--- config.mk ---
export PLATFORM = sky130hd
export DESIGN_NAME = gbs_fifo
export DESIGN_NICKNAME = d
export VERILOG_FILES = /design/src/hdl/gbs_pkg.sv /design/src/hdl/gbs_fifo.sv
export SDC_FILE = /design/constraint.sdc
export NUM_CORES = 1
export LEC_CHECK = 0
export ABC_AREA = 1
export BUFFER_PORTS_ARGS = -buffer_cell sky130_fd_sc_hd__buf_2
export CAP_MARGIN = 10
export CORE_MARGIN = 4
export CORE_UTILIZATION = 35
export DETAILED_ROUTE_END_ITERATION = 10
export GPL_ROUTABILITY_DRIVEN = 0
export HOLD_SLACK_MARGIN = 0.02
export MAX_ROUTING_LAYER = met4
export PLACE_DENSITY = 0.62
export SLEW_MARGIN = 20
export SYNTH_ARGS = -nofsm -noshare
export SYNTH_HDL_FRONTEND = slang
export SYNTH_SLANG_ARGS = --single-unit
export TNS_END_PERCENT = 50
--- constraint.sdc ---
create_clock -name clk -period 7.5 [get_ports clk]
set_input_delay 0.375 -clock clk [delete_from_list [all_inputs] [get_ports clk]]
set_output_delay 0.375 -clock clk [all_outputs]
set_load 0.01 [all_outputs]
--- src/hdl/gbs_pkg.sv ---
// ---------------------------------------------------------------------------
// gbs_pkg
// Shared constants for the greedy box suppression core.
// ---------------------------------------------------------------------------
`timescale 1ns / 1ps
`default_nettype none
package gbs_pkg;

  localparam int unsigned SCORE_W   = 16;
  localparam int unsigned LIMIT_W   = 16;
  localparam int unsigned IOU_SHIFT = 16;
  localparam logic [LIMIT_W-1:0] IOU_RESET = 16'd29491;

endpackage
`default_nettype wire

--- src/hdl/gbs_fifo.sv ---
// ---------------------------------------------------------------------------
// gbs_fifo
// Four-entry candidate queue between the intake and the suppression engine.
// ---------------------------------------------------------------------------
`timescale 1ns / 1ps
`default_nettype none
module gbs_fifo #(
  parameter int unsigned WIDTH = 89
) (
  input  wire logic             clk,
  input  wire logic             rst,
  input  wire logic             push,
  input  wire logic [WIDTH-1:0] wr_data,
  output logic                  full,
  input  wire logic             pop,
  output logic [WIDTH-1:0]      rd_data,
  output logic                  empty
);
  import gbs_pkg::*;

  logic [WIDTH-1:0] slots [4];
  logic [1:0]       wr_ptr;
  logic [1:0]       rd_ptr;
  logic [2:0]       fill;
  logic             do_push;
  logic             do_pop;

  assign full    = (fill == 3'd4);
  assign empty   = (fill == 3'd0);
  assign do_push = push && !full;
  assign do_pop  = pop && !empty;
  assign rd_data = slots[rd_ptr];

  always_ff @(posedge clk) begin
    if (rst) begin
      wr_ptr <= 2'd0;
      rd_ptr <= 2'd0;
      fill   <= 3'd0;
    end else begin
      if (do_push) begin
        wr_ptr <= wr_ptr + 2'd1;
      end
      if (do_pop) begin
        rd_ptr <= rd_ptr + 2'd1;
      end
      case ({do_push, do_pop})
        2'b10:   fill <= fill + 3'd1;
        2'b01:   fill <= fill - 3'd1;
        default: fill <= fill;
      endcase
    end
  end

  always_ff @(posedge clk) begin
    if (do_push) begin
      slots[wr_ptr] <= wr_data;
    end
  end

endmodule
`default_nettype wire

==> results.toml <==
[clocking]
cts.sinks = 365
clk_pin_slew_ps = 60
cts_max_level = 2
cts_inserted_buffers = 40
clock_latency_ps = 530
post_cts_buffers = 0
cts_tree = "done"
clk_path_buf_depth = 3
cts-root-buf = "clkbuf_16"

[detailed_routing]
vias_per_cell = 4.84
vias = 8219
drtIter0Drc = 481
first_pass_iters = 4
wl_per_cell_um = 17.8
drc = 0
drt.antenna.violating_nets = 0
wirelength_um = 30200

[global_route]
grt_pass1_vias = 8076
track_usage = 0.144
grt-ovfl-total = 0
antenna_found_initial = 5
grt_max_degree = 103
grt_pass1_wl_um = 45900

[final_layout]
final_nets = 1245
final_util = 0.429
area_growth_pct = 21.3
drive_above_1_share = 0.218

[min_path]
hold_depth = 1
min_path_type = "in -> reg"
worstHoldStart = "wr_data[49]"

[sta]
fmax_mhz = 309
max-slew-margin-rel = 0.273
drv_slew = 0
setup_viol = 0
hold_viol = 0
finClkSkew_ps = 15.4
timing.setup.tns_ps = 0
fin_crit_sh = 0.432
rsz0062_at_grt = "no"
period_needed_ps = 3240
tightest_slew_ps = 1090

[synthesis]
yosys_register_bits = 365
ys_seq_area_frac = 0.796
yosys-top-cells-area = "edfxtp_1 (78%), o21ai_0 (5.5%), nor2_1 (5.2%)"
synthesis.area_um2 = 13700
synthArstFlopShare = 0
synth_top_area_frac = 0.783
synthCells = 931
synth_most_common_cell = "edfxtp_1"
yosys-top-cells-count = "edfxtp_1 (356), nor2_1 (188), o21ai_0 (149), o22ai_1 (89), clkbuf_1 (34)"
syn_area_per_cell_um2 = 14.7
synth_warnings = 0
yosys.area.top_type = "edfxtp_1"
synth_nets = 1030
synth_edf_count = 356
ys_types = 19
ys.flop_type = "edfxtp_1"

[power]
power.total_w = 0.00547
peakVddDrop_uv = 235
p_leak_nw = 5.76
power_density_nw_per_um2 = 330

[floorplanning]
core_area_um2 = 38600
initial_core_util = 0.353
ios = 184
die_w_um = 206
die_h_um = 206
dieArea_um2 = 42300
rows = 72

[place]
io_buffer_count = 183
hpwl_um = 16600

[worst_setup_path]
cp-end-kind = "output pin"
critPathMaxFanout = 95
start_kind = "flop"
reg2reg_from = "fill[1]"
criticalPathCategory = "reg -> out"
cp_data_required_time_ps = 7120
ff2ff_path_depth = 12
arrival_ps = 2870

[job]
maxCapViolCount = 0

[outcome]
outcome = "finished clean"
registers in the layout (all words and copies together), names as in the netlist, named ones only:
signal,flops
fill,3
rd_ptr,2
slots,356
wr_ptr,2
metrics by stage:
step                setup WS [ps]  instances  area, um2  hold WS, ps
global route                 3920       1697      16600         20.7
CTS                          4160       1691      16500         20.9
finish                       4260       1697      16600         62.0
detailed placement           4750       1587      15000          505
floorplan                    2620        931      13700          444
global placement             4810       1587      15000          490
metal layers:
layer,global-route usage,vias to the layer above,part of all wire,wire length [um]
met5,-,-,0,0
met4,0.0364,0,0.020,604
met3,0.0468,52,0.077,2310
met2,0.220,246,0.46,14000
met1,0.188,3983,0.44,13300
li1,-,3938,-,-
cell families (layout without fill, tap and decap cells):
group,count (synthesis),in the layout,synth area share
adders and majority gates,6,6,0.00605
DFF,365,365,0.796
AOI/OAI and AO/OA,274,274,0.109
other,0,5,0
and+or+nand+nor,208,208,0.0576
buffers and inverters,78,321,0.0320
path summary, 6_finish.rpt:
kind	slack, ps	to
setup / recovery	4260	rd_data[70]
hold / removal	60	slots[3][49]
setup reg to reg	5340	fill[2]
hold reg to reg	520	wr_ptr[0]
power by group:
| part | internal (W) | switching [W] |
|---|---|---|
| Combinational | 0.000383 | 0.000794 |
| Clock | 0.00107 | 0.000740 |
| Sequential | 0.00242 | 0.0000544 |
| Total | 0.00388 | 0.00159 |
repair_timing:
item,CTS,global route
setup endpoints to repair,0,0
resized for setup,0,0
endpoints found under the hold margin,109,1
hold buffers,34,1
layout make-up:
type	instances	area (um2)
clock inverter	15	129
sequential	365	10900
antenna	5	12.5
inverter	20	80.1
clock buffer	55	1080
fill	3465	22100
tap	518	648
timing repair buffer	231	1360
multi-input combinational	488	2380
critical path: stages (launching register included):
cell and delay (ps):
dfxtp_4 410, inv_6 490, buf_4 800, o21ai_0 170
o22ai_1 220, buf_2 180
cell usage in the layout (no fill, tap or decap), drive strengths merged:
master,count
nand3,5
clkinv,11
edfxtp,356
clkbuf,55
ha,5
dfxtp,9
o21ai,180
nor2,188
clkinvlp,2
diode,5
buf,196
a21oi,5
inv,20
bufinv,2
o22ai,89
nand2,15
dlygate4sd3,35
fa,1
Power figures use the tool's default switching activity.
